**src/hdl/rc4_pkg.sv**
```systemverilog
// shared types and codes for the rc4 stream cipher block
// payload structs, operation and status codes, controller to datapath command/status
// no dependencies
package rc4_pkg;

  localparam int MAX_KEY_BYTES_DEF = 256;
  localparam int BOX_SIZE          = 256;

  localparam logic [1:0] OP_CLEAR  = 2'd0;
  localparam logic [1:0] OP_APPEND = 2'd1;
  localparam logic [1:0] OP_SCHED  = 2'd2;
  localparam logic [1:0] OP_DATA   = 2'd3;

  localparam logic [1:0] STAT_OK    = 2'd0;
  localparam logic [1:0] STAT_NOKEY = 2'd1;
  localparam logic [1:0] STAT_FULL  = 2'd2;

  // state box port operations
  localparam logic [2:0] MEM_NONE     = 3'd0;
  localparam logic [2:0] MEM_FILL     = 3'd1;
  localparam logic [2:0] MEM_RD_INEXT = 3'd2;
  localparam logic [2:0] MEM_RD_I     = 3'd3;
  localparam logic [2:0] MEM_RD_J     = 3'd4;
  localparam logic [2:0] MEM_WR_I     = 3'd5;
  localparam logic [2:0] MEM_WR_J     = 3'd6;
  localparam logic [2:0] MEM_RD_T     = 3'd7;

  typedef struct packed {
    logic [1:0] operation;
    logic [7:0] byte_in;
  } req_t;

  typedef struct packed {
    logic [7:0] byte_out;
    logic [1:0] status;
  } rsp_t;

  typedef struct packed {
    logic [2:0] mem_op;
    logic       use_key;
    logic       load_byte;
    logic       clear;
    logic       append;
    logic       sched_init;
    logic       ksa_adv;
    logic       sched_done;
    logic       keyed_clr;
    logic       res_load;
    logic       res_xor;
    logic [1:0] res_status;
  } cmd_t;

  typedef struct packed {
    logic key_full;
    logic key_empty;
    logic keyed;
    logic idx_last;
  } sts_t;

endpackage

```
**src/hdl/rc4_ctrl.sv**
```systemverilog
// sequencer for the rc4 block: handshakes, fill, key schedule and keystream steps
// drives datapath commands, watches datapath status
// depends on rc4_pkg
module rc4_ctrl import rc4_pkg::*; (
  input  logic       clk,
  input  logic       rst,
  input  logic       req_valid,
  output logic       req_stall,
  input  logic [1:0] operation,
  output logic       rsp_valid,
  input  logic       rsp_stall,
  input  sts_t       sts,
  output cmd_t       cmd
);

  localparam logic [3:0] S_IDLE  = 4'd0;
  localparam logic [3:0] S_FILL  = 4'd1;
  localparam logic [3:0] S_K0    = 4'd2;
  localparam logic [3:0] S_K1    = 4'd3;
  localparam logic [3:0] S_K2    = 4'd4;
  localparam logic [3:0] S_K3    = 4'd5;
  localparam logic [3:0] S_KDONE = 4'd6;
  localparam logic [3:0] S_X0    = 4'd7;
  localparam logic [3:0] S_X1    = 4'd8;
  localparam logic [3:0] S_X2    = 4'd9;
  localparam logic [3:0] S_X3    = 4'd10;
  localparam logic [3:0] S_X4    = 4'd11;
  localparam logic [3:0] S_X5    = 4'd12;

  logic [3:0] state;
  logic [3:0] state_next;
  logic       accept;

  // output register must be empty or draining before a new beat comes in
  assign req_stall = (state != S_IDLE) || (rsp_valid && rsp_stall);
  assign accept    = req_valid && !req_stall;

  always_comb begin
    cmd        = '0;
    cmd.mem_op = MEM_NONE;
    state_next = state;
    case (state)
      S_IDLE: begin
        if (accept) begin
          cmd.load_byte = 1'b1;
          case (operation)
            OP_CLEAR: begin
              cmd.clear      = 1'b1;
              cmd.res_load   = 1'b1;
              cmd.res_status = STAT_OK;
            end
            OP_APPEND: begin
              cmd.res_load = 1'b1;
              if (sts.key_full) begin
                cmd.res_status = STAT_FULL;
              end else begin
                cmd.append     = 1'b1;
                cmd.res_status = STAT_OK;
              end
            end
            OP_SCHED: begin
              if (sts.key_empty) begin
                cmd.keyed_clr  = 1'b1;
                cmd.res_load   = 1'b1;
                cmd.res_status = STAT_NOKEY;
              end else begin
                cmd.sched_init = 1'b1;
                state_next     = S_FILL;
              end
            end
            default: begin
              if (!sts.keyed) begin
                cmd.res_load   = 1'b1;
                cmd.res_status = STAT_NOKEY;
              end else begin
                state_next = S_X0;
              end
            end
          endcase
        end
      end
      S_FILL: begin
        cmd.mem_op = MEM_FILL;
        if (sts.idx_last) state_next = S_K0;
      end
      S_K0: begin
        cmd.mem_op = MEM_RD_I;
        state_next = S_K1;
      end
      S_K1: begin
        cmd.mem_op  = MEM_RD_J;
        cmd.use_key = 1'b1;
        state_next  = S_K2;
      end
      S_K2: begin
        cmd.mem_op = MEM_WR_I;
        state_next = S_K3;
      end
      S_K3: begin
        cmd.mem_op  = MEM_WR_J;
        cmd.ksa_adv = 1'b1;
        state_next  = sts.idx_last ? S_KDONE : S_K0;
      end
      S_KDONE: begin
        cmd.sched_done = 1'b1;
        cmd.res_load   = 1'b1;
        cmd.res_status = STAT_OK;
        state_next     = S_IDLE;
      end
      S_X0: begin
        cmd.mem_op = MEM_RD_INEXT;
        state_next = S_X1;
      end
      S_X1: begin
        cmd.mem_op = MEM_RD_J;
        state_next = S_X2;
      end
      S_X2: begin
        cmd.mem_op = MEM_WR_I;
        state_next = S_X3;
      end
      S_X3: begin
        cmd.mem_op = MEM_WR_J;
        state_next = S_X4;
      end
      S_X4: begin
        cmd.mem_op = MEM_RD_T;
        state_next = S_X5;
      end
      S_X5: begin
        cmd.res_load   = 1'b1;
        cmd.res_xor    = 1'b1;
        cmd.res_status = STAT_OK;
        state_next     = S_IDLE;
      end
      default: begin
        state_next = S_IDLE;
      end
    endcase
  end

  always_ff @(posedge clk) begin
    if (rst) begin
      state     <= S_IDLE;
      rsp_valid <= 1'b0;
    end else begin
      state <= state_next;
      if (cmd.res_load) begin
        rsp_valid <= 1'b1;
      end else if (rsp_valid && !rsp_stall) begin
        rsp_valid <= 1'b0;
      end
    end
  end

endmodule

```
**src/hdl/rc4_dp.sv**
```systemverilog
// datapath for the rc4 block: state box and key store memories, indices, result register
// acts on commands from rc4_ctrl and reports status back
// depends on rc4_pkg
module rc4_dp import rc4_pkg::*; #(
  parameter int MAX_KEY_BYTES = MAX_KEY_BYTES_DEF
) (
  input  logic clk,
  input  logic rst,
  input  req_t req,
  input  cmd_t cmd,
  output sts_t sts,
  output rsp_t rsp
);

  localparam int KCW = $clog2(MAX_KEY_BYTES + 1);
  localparam int KAW = (MAX_KEY_BYTES > 1) ? $clog2(MAX_KEY_BYTES) : 1;
  localparam int BAW = $clog2(BOX_SIZE);

  logic [7:0]     sbox [BOX_SIZE];
  logic [7:0]     kmem [MAX_KEY_BYTES];

  logic [BAW-1:0] mem_addr;
  logic           mem_we;
  logic [7:0]     mem_wdata;
  logic [7:0]     mem_rdata;
  logic [7:0]     key_rdata;

  logic [KCW-1:0] key_count;
  logic [KAW-1:0] kpos;
  logic [KCW-1:0] kpos_inc;
  logic [BAW-1:0] idx_i;
  logic [BAW-1:0] idx_j;
  logic [BAW-1:0] j_sum;
  logic           keyed;
  logic [7:0]     si;
  logic [7:0]     sj;
  logic [7:0]     data;

  assign kpos_inc = KCW'(kpos) + KCW'(1);
  assign j_sum    = idx_j + mem_rdata + (cmd.use_key ? key_rdata : 8'd0);

  always_comb begin
    mem_addr  = idx_i;
    mem_we    = 1'b0;
    mem_wdata = mem_rdata;
    case (cmd.mem_op)
      MEM_FILL: begin
        mem_we    = 1'b1;
        mem_wdata = idx_i;
      end
      MEM_RD_INEXT: mem_addr = idx_i + 8'd1;
      MEM_RD_I:     mem_addr = idx_i;
      MEM_RD_J:     mem_addr = j_sum;
      MEM_WR_I: begin
        mem_we    = 1'b1;
        mem_wdata = mem_rdata;
      end
      MEM_WR_J: begin
        mem_addr  = idx_j;
        mem_we    = 1'b1;
        mem_wdata = si;
      end
      MEM_RD_T:     mem_addr = si + sj;
      default:      mem_addr = idx_i;
    endcase
  end

  // single port state box, read data registered
  always_ff @(posedge clk) begin
    if (mem_we) sbox[mem_addr] <= mem_wdata;
    mem_rdata <= sbox[mem_addr];
  end

  // key store: append writes at the fill count, schedule reads at kpos
  always_ff @(posedge clk) begin
    if (cmd.append) kmem[key_count[KAW-1:0]] <= req.byte_in;
    key_rdata <= kmem[kpos];
  end

  always_ff @(posedge clk) begin
    if (rst) begin
      key_count <= '0;
      kpos      <= '0;
      idx_i     <= '0;
      idx_j     <= '0;
      keyed     <= 1'b0;
    end else begin
      if (cmd.clear) begin
        key_count <= '0;
        idx_i     <= '0;
        idx_j     <= '0;
        keyed     <= 1'b0;
      end
      if (cmd.append) key_count <= key_count + KCW'(1);
      if (cmd.keyed_clr) keyed <= 1'b0;
      if (cmd.sched_init) begin
        idx_i <= '0;
        idx_j <= '0;
        kpos  <= '0;
      end
      if (cmd.mem_op == MEM_FILL || cmd.mem_op == MEM_RD_INEXT) idx_i <= idx_i + 8'd1;
      if (cmd.mem_op == MEM_RD_J) idx_j <= j_sum;
      if (cmd.ksa_adv) begin
        idx_i <= idx_i + 8'd1;
        // key position wraps at the key length
        if (kpos_inc >= key_count) begin
          kpos <= '0;
        end else begin
          kpos <= kpos_inc[KAW-1:0];
        end
      end
      if (cmd.sched_done) begin
        idx_j <= '0;
        keyed <= 1'b1;
      end
    end
  end

  always_ff @(posedge clk) begin
    if (cmd.load_byte) data <= req.byte_in;
    if (cmd.mem_op == MEM_RD_J) si <= mem_rdata;
    if (cmd.mem_op == MEM_WR_I) sj <= mem_rdata;
    if (cmd.res_load) begin
      rsp.byte_out <= cmd.res_xor ? (data ^ mem_rdata) : 8'd0;
      rsp.status   <= cmd.res_status;
    end
  end

  assign sts.key_full  = (key_count == KCW'(MAX_KEY_BYTES));
  assign sts.key_empty = (key_count == '0);
  assign sts.keyed     = keyed;
  assign sts.idx_last  = (idx_i == 8'hff);

endmodule

```
**src/hdl/rc4_stream_cipher.sv**
```systemverilog
// RC4 stream cipher engine: request and response channels with valid/stall handshake.
// A request beat carries an operation (clear, append key byte, run key schedule,
// process data byte) and a byte; every request gives exactly one response beat
// with the output byte and a status code.
// Clear, append and any rejected operation: the response is registered at the
// accept edge and shows in the next cycle; the next request can follow at once.
// Data byte: the keystream step walks read i, read j, two swap writes and the
// final read through the single port of the state box, then loads the result;
// no new request is taken until the step is done.
// Key schedule: identity fill of all 256 state box entries, then 256 permutation
// steps of read i, read j and two swap writes; no new request is taken meanwhile.
// Reset clears the indices, the key count and the keyed flag; the memories are
// not cleared, there is no clearing pass, and requests are taken right away.
// While the receiver stalls, the response beat holds and no new request is taken
// once the output register is full.
// depends on rc4_pkg, rc4_ctrl, rc4_dp
module rc4_stream_cipher import rc4_pkg::*; #(
  parameter int MAX_KEY_BYTES = MAX_KEY_BYTES_DEF
) (
  input  logic clk,
  input  logic rst,
  input  logic req_valid,
  output logic req_stall,
  input  req_t req,
  output logic rsp_valid,
  input  logic rsp_stall,
  output rsp_t rsp
);

  cmd_t cmd;
  sts_t sts;

  rc4_ctrl u_ctrl (
    .clk       (clk),
    .rst       (rst),
    .req_valid (req_valid),
    .req_stall (req_stall),
    .operation (req.operation),
    .rsp_valid (rsp_valid),
    .rsp_stall (rsp_stall),
    .sts       (sts),
    .cmd       (cmd)
  );

  rc4_dp #(
    .MAX_KEY_BYTES (MAX_KEY_BYTES)
  ) u_dp (
    .clk (clk),
    .rst (rst),
    .req (req),
    .cmd (cmd),
    .sts (sts),
    .rsp (rsp)
  );

endmodule
```
**config.mk**
```make
export PLATFORM = sky130hd
export DESIGN_NAME = rc4_stream_cipher
export DESIGN_NICKNAME = d
export VERILOG_FILES = /design/src/hdl/rc4_pkg.sv /design/src/hdl/rc4_ctrl.sv /design/src/hdl/rc4_dp.sv /design/src/hdl/rc4_stream_cipher.sv
export SDC_FILE = /design/constraint.sdc
export NUM_CORES = 2
export LEC_CHECK = 0
export BUFFER_PORTS_ARGS = -buffer_cell sky130_fd_sc_hd__clkbuf_2
export CAP_MARGIN = 20
export CELL_PAD_IN_SITES_DETAIL_PLACEMENT = 1
export CELL_PAD_IN_SITES_GLOBAL_PLACEMENT = 1
export CORE_MARGIN = 5
export CORE_UTILIZATION = 55
export CTS_BUF_LIST = sky130_fd_sc_hd__clkbuf_4 sky130_fd_sc_hd__clkbuf_8 sky130_fd_sc_hd__clkbuf_16
export CTS_CLUSTER_DIAMETER = 80
export DETAILED_ROUTE_END_ITERATION = 8
export PLACE_DENSITY_LB_ADDON = 0.25
export SKIP_CTS_REPAIR_TIMING = 1
export SYNTH_ARGS = -nofsm -noshare
export SYNTH_HDL_FRONTEND = slang
export SYNTH_SLANG_ARGS = --single-unit
```
**constraint.sdc**
```tcl
create_clock -name clk -period 8 [get_ports clk]
set_input_delay 0.8 -clock clk [delete_from_list [all_inputs] [get_ports clk]]
set_output_delay 0.8 -clock clk [all_outputs]
set_load 0.005 [all_outputs]
```
Word-level counts from Yosys, hierarchy flattened. Memories as Yosys holds them, arrays and structs flattened. A register that Yosys moved wholly into a read port is not among the register bits. Cells that the tools add are included.

Bits in registers: 73. RAM bits: 4096. Output and inout bits: 12. Memories: 2. Logic and storage cells: 128. Bits of input ports: 14.

Memories: u_dp.kmem (depth 256, width 8, rd ports 1, clocked after memory_dff 1, wr ports 1, line rc4_dp.sv:20) `logic [7:0] kmem [MAX_KEY_BYTES];`; u_dp.sbox (depth 256, width 8, rd ports 1, clocked after memory_dff 1, wr ports 1, line rc4_dp.sv:19) `logic [7:0] sbox [BOX_SIZE];`.

$add $sub $neg: 6. Multiplexer cells: 53. Reduce and logical (&&, ||, !) cells: 26. Bitwise gates (word level): 1. $lt $le $gt $ge: 1. Equality and inequality tests: 27.

Operators with widths (count): 2-to-1 mux 8 bit (9); one-hot mux 4 bit (11 select lines) (1); one-hot mux 8 bit (4 select lines) (1); adder 8 bit (3); 2-to-1 mux 1 bit (24); 2-to-1 mux 4 bit (6); one-hot mux 3 bit (7 select lines) (1); == test 4 bit (second input constant) (5); 2-to-1 mux 9 bit (2); == test 4 x 3 -> 1 bit (second input constant) (4); one-hot mux 8 bit (2 select lines) (1); == test 3 bit (second input constant) (4); OR reduction 2 bit (6); adder 8 x 1 -> 9 bit (second input constant) (1); adder 9 x 1 -> 9 bit (second input constant) (1); == test 9 bit (second input constant) (1); greater-or-equal comparator 9 bit (1); logical NOT 9 bit (1); adder 8 x 1 -> 8 bit (second input constant) (1); == test 4 x 2 -> 1 bit (second input constant) (2); == test 8 bit (second input constant) (1); one-hot mux 4 bit (2 select lines) (1); nonzero test 4 bit (2); bitwise XOR 8 bit (1); other kinds (23) (34).

Logic depth before layout (Yosys ltp).
Depth after elaboration: 10. Depth in mapped cells: 24. Gate-level depth less buffers: 17.

Hierarchy. Synthesis repeated with hierarchy kept, for this count alone.

Cells, all modules: 9911. Area total of the unflattened synthesis: 165488.7 um^2.

By module, submodules not included: rc4_dp (instances 1, cells an instance 9847, area an instance 165002.0 um^2, sequential area each 125019.9 um^2); rc4_ctrl (instances 1, cells an instance 64, area an instance 486.7 um^2, sequential area each 100.1 um^2).

Worst setup path after synthesis. OpenSTA, ideal clock, no wires.

Path type: register to register. Start point: reg u_ctrl.state[2]. End point: mem u_dp.sbox[0][0] (data pin). Cell stages (with the launch flop): 10. Path buffers: 5. Setup slack: 2.306 ns. Data arrival time: 4.874 ns. Required time: 7.179 ns. Clock period less this slack: 5.694 ns. Setup time: 0.821 ns. Cell sequence: dfxtp_1 > buf_2 > buf_4 > clkbuf_1 > buf_1 > nor3_1 > clkbuf_1 > nor2_1 > nand2_1 > nand2_1.

Longest elaborated chain between the ends: 5. Elaborated cells between the ends (all ways): 17. Classes of those cells: eq/ne (12); mux (2); reduce/logical (3).

RTL lines: from (decl) (line rc4_ctrl.sv:30) `logic [3:0] state;`; from (signal assigned) (line rc4_ctrl.sv:147) `state <= state_next;`; == test 4 x 3 -> 1 bit, or another cell as far along (line rc4_ctrl.sv:42) `case (state)`; OR reduction 2 bit (no source line); one-hot mux 3 bit (7 select lines) * (line rc4_ctrl.sv:42); == test 3 bit or == test 3 x 1 -> 1 bit (tied branches) (line rc4_dp.sv:46) `case (cmd.mem_op)`; one-hot mux 8 bit (2 select lines) * (line rc4_dp.sv:46); named net u_dp.mem_wdata[0] (line rc4_dp.sv:24) `logic [7:0] mem_wdata;`; to (decl) (line rc4_dp.sv:19).

Mark *: on every way through the listed nets, which the timed path passes. The rest lies on a longest branch.

Worst setup path after layout.
Start point: reg u_ctrl.state[0]. End point: reg u_dp.mem_rdata[7] (read register of u_dp.sbox).

Longest elaborated chain between the ends: 5. Elaborated cells between the ends (all ways): 22. Classes of those cells: add/sub (1); eq/ne (14); mux (4); reduce/logical (3).

RTL lines: == test 4 x 2 -> 1 bit, or another cell as far along (line rc4_ctrl.sv:42); 2-to-1 mux 1 bit or OR reduction 2 bit (tied branches); 2-to-1 mux 8 bit or one-hot mux 3 bit (7 select lines) (tied branches) (line rc4_dp.sv:40, rc4_ctrl.sv:42); adder 8 bit, or another cell as far along (line rc4_dp.sv:40) `assign j_sum = idx_j + mem_rdata + (cmd.use_key ? key_rdata : 8'd0);`; one-hot mux 8 bit (4 select lines) * (line rc4_dp.sv:46); to (decl) (line rc4_dp.sv:25) `logic [7:0] mem_rdata;`.

Mark *: on every way between the ends. The rest lies on a longest branch, timed or not. A chain may end at the register's enable or synchronous reset.

==> metrics.csv <==
metric,value,unit
detail-routed net length per standard cell,35.2,um
detailed-route via count,95800,
number of design rule violations left after detail routing,0,
setup ws final,1.31,ns
largest buffer count on any clock path,4,
effective utilization at floorplan,55.1,%
dominant delay contributor by cell family on the critical path,simple AND/OR/NAND/NOR gates,
power density cells,306,mW/mm^2
Max H-tree Level,5,
global-route wire length before repair,726,mm
die footprint,0.314,mm^2
Post-Syn Area,0.166,mm^2
xor-xnor portion of the synthesized cell area,0.168,%
synthesized area divided by synthesized cell count,17.0,um^2
cell with the largest stage delay on the worst path,sky130_fd_sc_hd__o31ai_1,
antenna violations before repair,24,
Area growth syn-to-layout,11.7,%
placer congestion estimate,0.931,
"basic-gate share of the synthesized area counting and, or, nand and nor cells",8.23,%
vias in the first global route,99000,
"Cell Chain, Critical Path",nor4bb_2 -> buf_4 -> nand2_1 -> fa_1 -> inv_1 -> ha_1 -> inv_1 -> fa_1 -> nand2b_1 -> a21oi_1 -> o31a_1 -> nor3_1 -> o31a_1 -> buf_4 -> nor2_1 -> nand2_1 -> buf_4 -> o31ai_1 -> nor4_1 -> nand4_1,
Critical Path Most Common Cell,sky130_fd_sc_hd__buf_4,
multiplexer fraction of the synthesized cell area,11.0,%
# setup viols final,0,
count of buffers inserted at the top-level ports,25,
Yosys reg bits,4185,
multi-input combinational cell area,0.0382,mm^2
Netlist cell types,92,
maximum number of pins on one net before global-route repair,195,
top-level port count,26,
layout cell share with drive strength beyond 1,17.5,%
Critical Path RT,8.91,ns
synthesized netlist net count,9855,
fraction of registers with async set/reset,0,%
maximum net fanout on the critical path,15,
fraction of power consumed by combinational cells,17.9,%
worst-case setup slack after placement,1.61,ns
Antenna Nets Post-Route,0,
"count leader, synth",sky130_fd_sc_hd__edfxtp_1,
"arithmetic-cell share of the synthesized area counting full adders, half adders and majority gates",0.319,%
"synthesized-area fraction occupied by ao, oa, aoi and oai cells",3.11,%
Internal Pwr Total,40.3,mW
area fraction of the dominant cell type after synthesis,74.6,%
register clock-pin slew on the reported worst setup and hold paths,0.06,ns
sum of buffers and inverters on the critical path,5,
Die X,560,um
number of detailed-route iterations in the first pass,9,
total congestion overflow,0,
run status,"complete, no violations",
Critical Path AT,7.60,ns
Num Clock Sinks,4185,
longest individual stage delay on the worst path,0.94,ns
worst clock skew on the final layout,0.0592,ns
storage element area,0.125,mm^2
Avg Vias per Cell,6.73,
total negative slack,0,ns
setup repair after global routing missed its margin,false,
fillcell total,26100,
number of instances in the synthesized netlist,9804,
TritonCTS Buffers,419,
transition time of the tightest slew-check pin,1.27,ns
half-perimeter wire length of the detailed placement result,300,mm
Post-synth top cells,"4130 x sky130_fd_sc_hd__edfxtp_1, 1594 x sky130_fd_sc_hd__nand2_1, 706 x sky130_fd_sc_hd__nand3_1",
core area,0.302,mm^2
Max Slew Vio Count,0,
reported max-cap violation count,0,
fraction of the yosys area taken by sequential cells,75.2,%
core utilization of the finished layout,61.5,%
library cell occupying the most area in the post-synthesis netlist,sky130_fd_sc_hd__edfxtp_1,
clock insertion delay at the later pin of the skew report,0.99,ns
worst setup path category,flop to flop,
switching power of the nets,16.6,mW
yosys synthesis warning count,0,
Worst R2R Setup Slack,1.31,ns
number of core rows,202,
final net count,9970,
Total Routed Length,501,mm
cell leakage power,59.8,nW
nature of the critical path endpoint,flop,
initial DRC count,12900,
final worst path period share,83.7,%
combinational family with the most area after synthesis,multiplexers,
fraction of power consumed by the clock network,35.4,%
combined global-route utilization of all metal layers,31.7,%
most area-consuming cells after synthesis,"sky130_fd_sc_hd__edfxtp_1 75%, sky130_fd_sc_hd__mux4_2 9.5%, sky130_fd_sc_hd__nand2_1 3.6%",
sort of element at the start of the critical path,flop,
highest clock frequency the design can meet,0.149,GHz
PnR Total Power,56.9,mW
cell at the root of the clock tree,sky130_fd_sc_hd__clkbuf_16,
switching share of power,29.2,%
count of flip-flops with a built-in enable after synthesis,4130,
worst min-delay path class,input port to flop,
largest voltage drop on the vdd net,454,uV
vertical die dimension,560,um
CTS tree,built,
final critical delay including setup and external delays,6.69,ns
most used flip-flop cell after synthesis,sky130_fd_sc_hd__edfxtp_1,
hold violation count in the final report,0,
Slew HR,15.5,%
Sequential Power Share,46.6,%
[worst paths after layout]
kind,end,depth (start not counted),start
max,u_dp.mem_rdata[7],20,u_ctrl.state[0]
min,u_ctrl.rsp_valid,3,rsp_stall
max reg2reg,u_dp.mem_rdata[7],20,u_ctrl.state[0]
min reg2reg,u_dp.keyed,2,u_dp.keyed
[registers in the layout (all words and copies together), names as in the netlist, 9 cells and up]
name            count
u_dp.kmem        2048
u_dp.rsp           10
u_dp.sbox        2048
u_dp.key_count      9
[through the flow]
step	std cells	area [um^2]	hold WS [ns]
CTS	14200	186000	0.139
floorplan	9804	166000	0.470
finish	14200	186000	0.182
global route	14200	186000	0.172
global placement	13500	172000	0.485
detailed placement	13500	172000	0.534
[power groups by stage]
| stage | clock network, mW | logic [mW] | registers (mW) |
|---|---|---|---|
| 2_1_floorplan | 0 | 5.30 | 27.5 |
| 3_5_place_dp | 0 | 9.86 | 27.0 |
| 3_3_place_gp | 0 | 9.48 | 27.0 |
| 5_1_grt | 21.4 | 10.6 | 26.5 |
| 4_1_cts | 20.3 | 9.96 | 26.5 |
| 6_report | 20.1 | 10.2 | 26.5 |
[cells by family (layout without fill, tap and decap cells)]
kind of cell | after synthesis | after routing
other | 0 | 12
XOR/XNOR | 32 | 32
flip-flops | 4185 | 4185
buffers and inverters | 685 | 1139
multiplexers | 953 | 953
AO/OA/AOI/OAI | 719 | 719
adder cells (fa/ha/maj) | 37 | 37
AND/OR/NAND/NOR | 3193 | 3193
[worst min-delay path, stage by stage]
cell and delay (ns):
sky130_fd_sc_hd__clkbuf_2 0.09, sky130_fd_sc_hd__nand2_1 0.11, sky130_fd_sc_hd__a21oi_1 0.08
[cells in the final DEF (no fill, tap or decap), types with 30 or more instances in the layout]
master	n
sky130_fd_sc_hd__a211oi_1	63
sky130_fd_sc_hd__a21oi_1	165
sky130_fd_sc_hd__a221oi_1	30
sky130_fd_sc_hd__a22oi_1	51
sky130_fd_sc_hd__a311oi_1	40
sky130_fd_sc_hd__a31oi_1	88
sky130_fd_sc_hd__a32oi_1	97
sky130_fd_sc_hd__and3_1	115
sky130_fd_sc_hd__buf_12	48
sky130_fd_sc_hd__buf_4	259
sky130_fd_sc_hd__bufinv_16	49
sky130_fd_sc_hd__clkbuf_16	423
sky130_fd_sc_hd__clkbuf_4	85
sky130_fd_sc_hd__clkinv_1	79
sky130_fd_sc_hd__clkinv_2	71
sky130_fd_sc_hd__dfxtp_1	49
sky130_fd_sc_hd__edfxtp_1	4130
sky130_fd_sc_hd__inv_1	38
sky130_fd_sc_hd__mux2i_1	238
sky130_fd_sc_hd__mux4_2	705
sky130_fd_sc_hd__nand2_1	1586
sky130_fd_sc_hd__nand3_1	705
sky130_fd_sc_hd__nor2_1	595
sky130_fd_sc_hd__nor3_1	35
[cell type report]
type / count / area share (%)
Antenna cell: 12 / 0.0162
Clock buffer: 513 / 6.08
Clock inverter: 247 / 1.48
Inverter: 39 / 0.0788
Multi-Input combinational cell: 4934 / 20.6
Sequential cell: 4185 / 67.3
Tap cell: 3978 / 2.68
Timing Repair Buffer: 340 / 1.74
[per-layer routing]
metal | vias up | part of all wire [%] | GRT usage (%)
li1 | 38600 | - | -
met1 | 50200 | 36 | 41.8
met2 | 5781 | 48 | 50.8
met3 | 1285 | 8.8 | 5.64
met4 | 18 | 6.4 | 16.9
met5 | - | 0.075 | 0
Power figures use the tool's default switching activity.
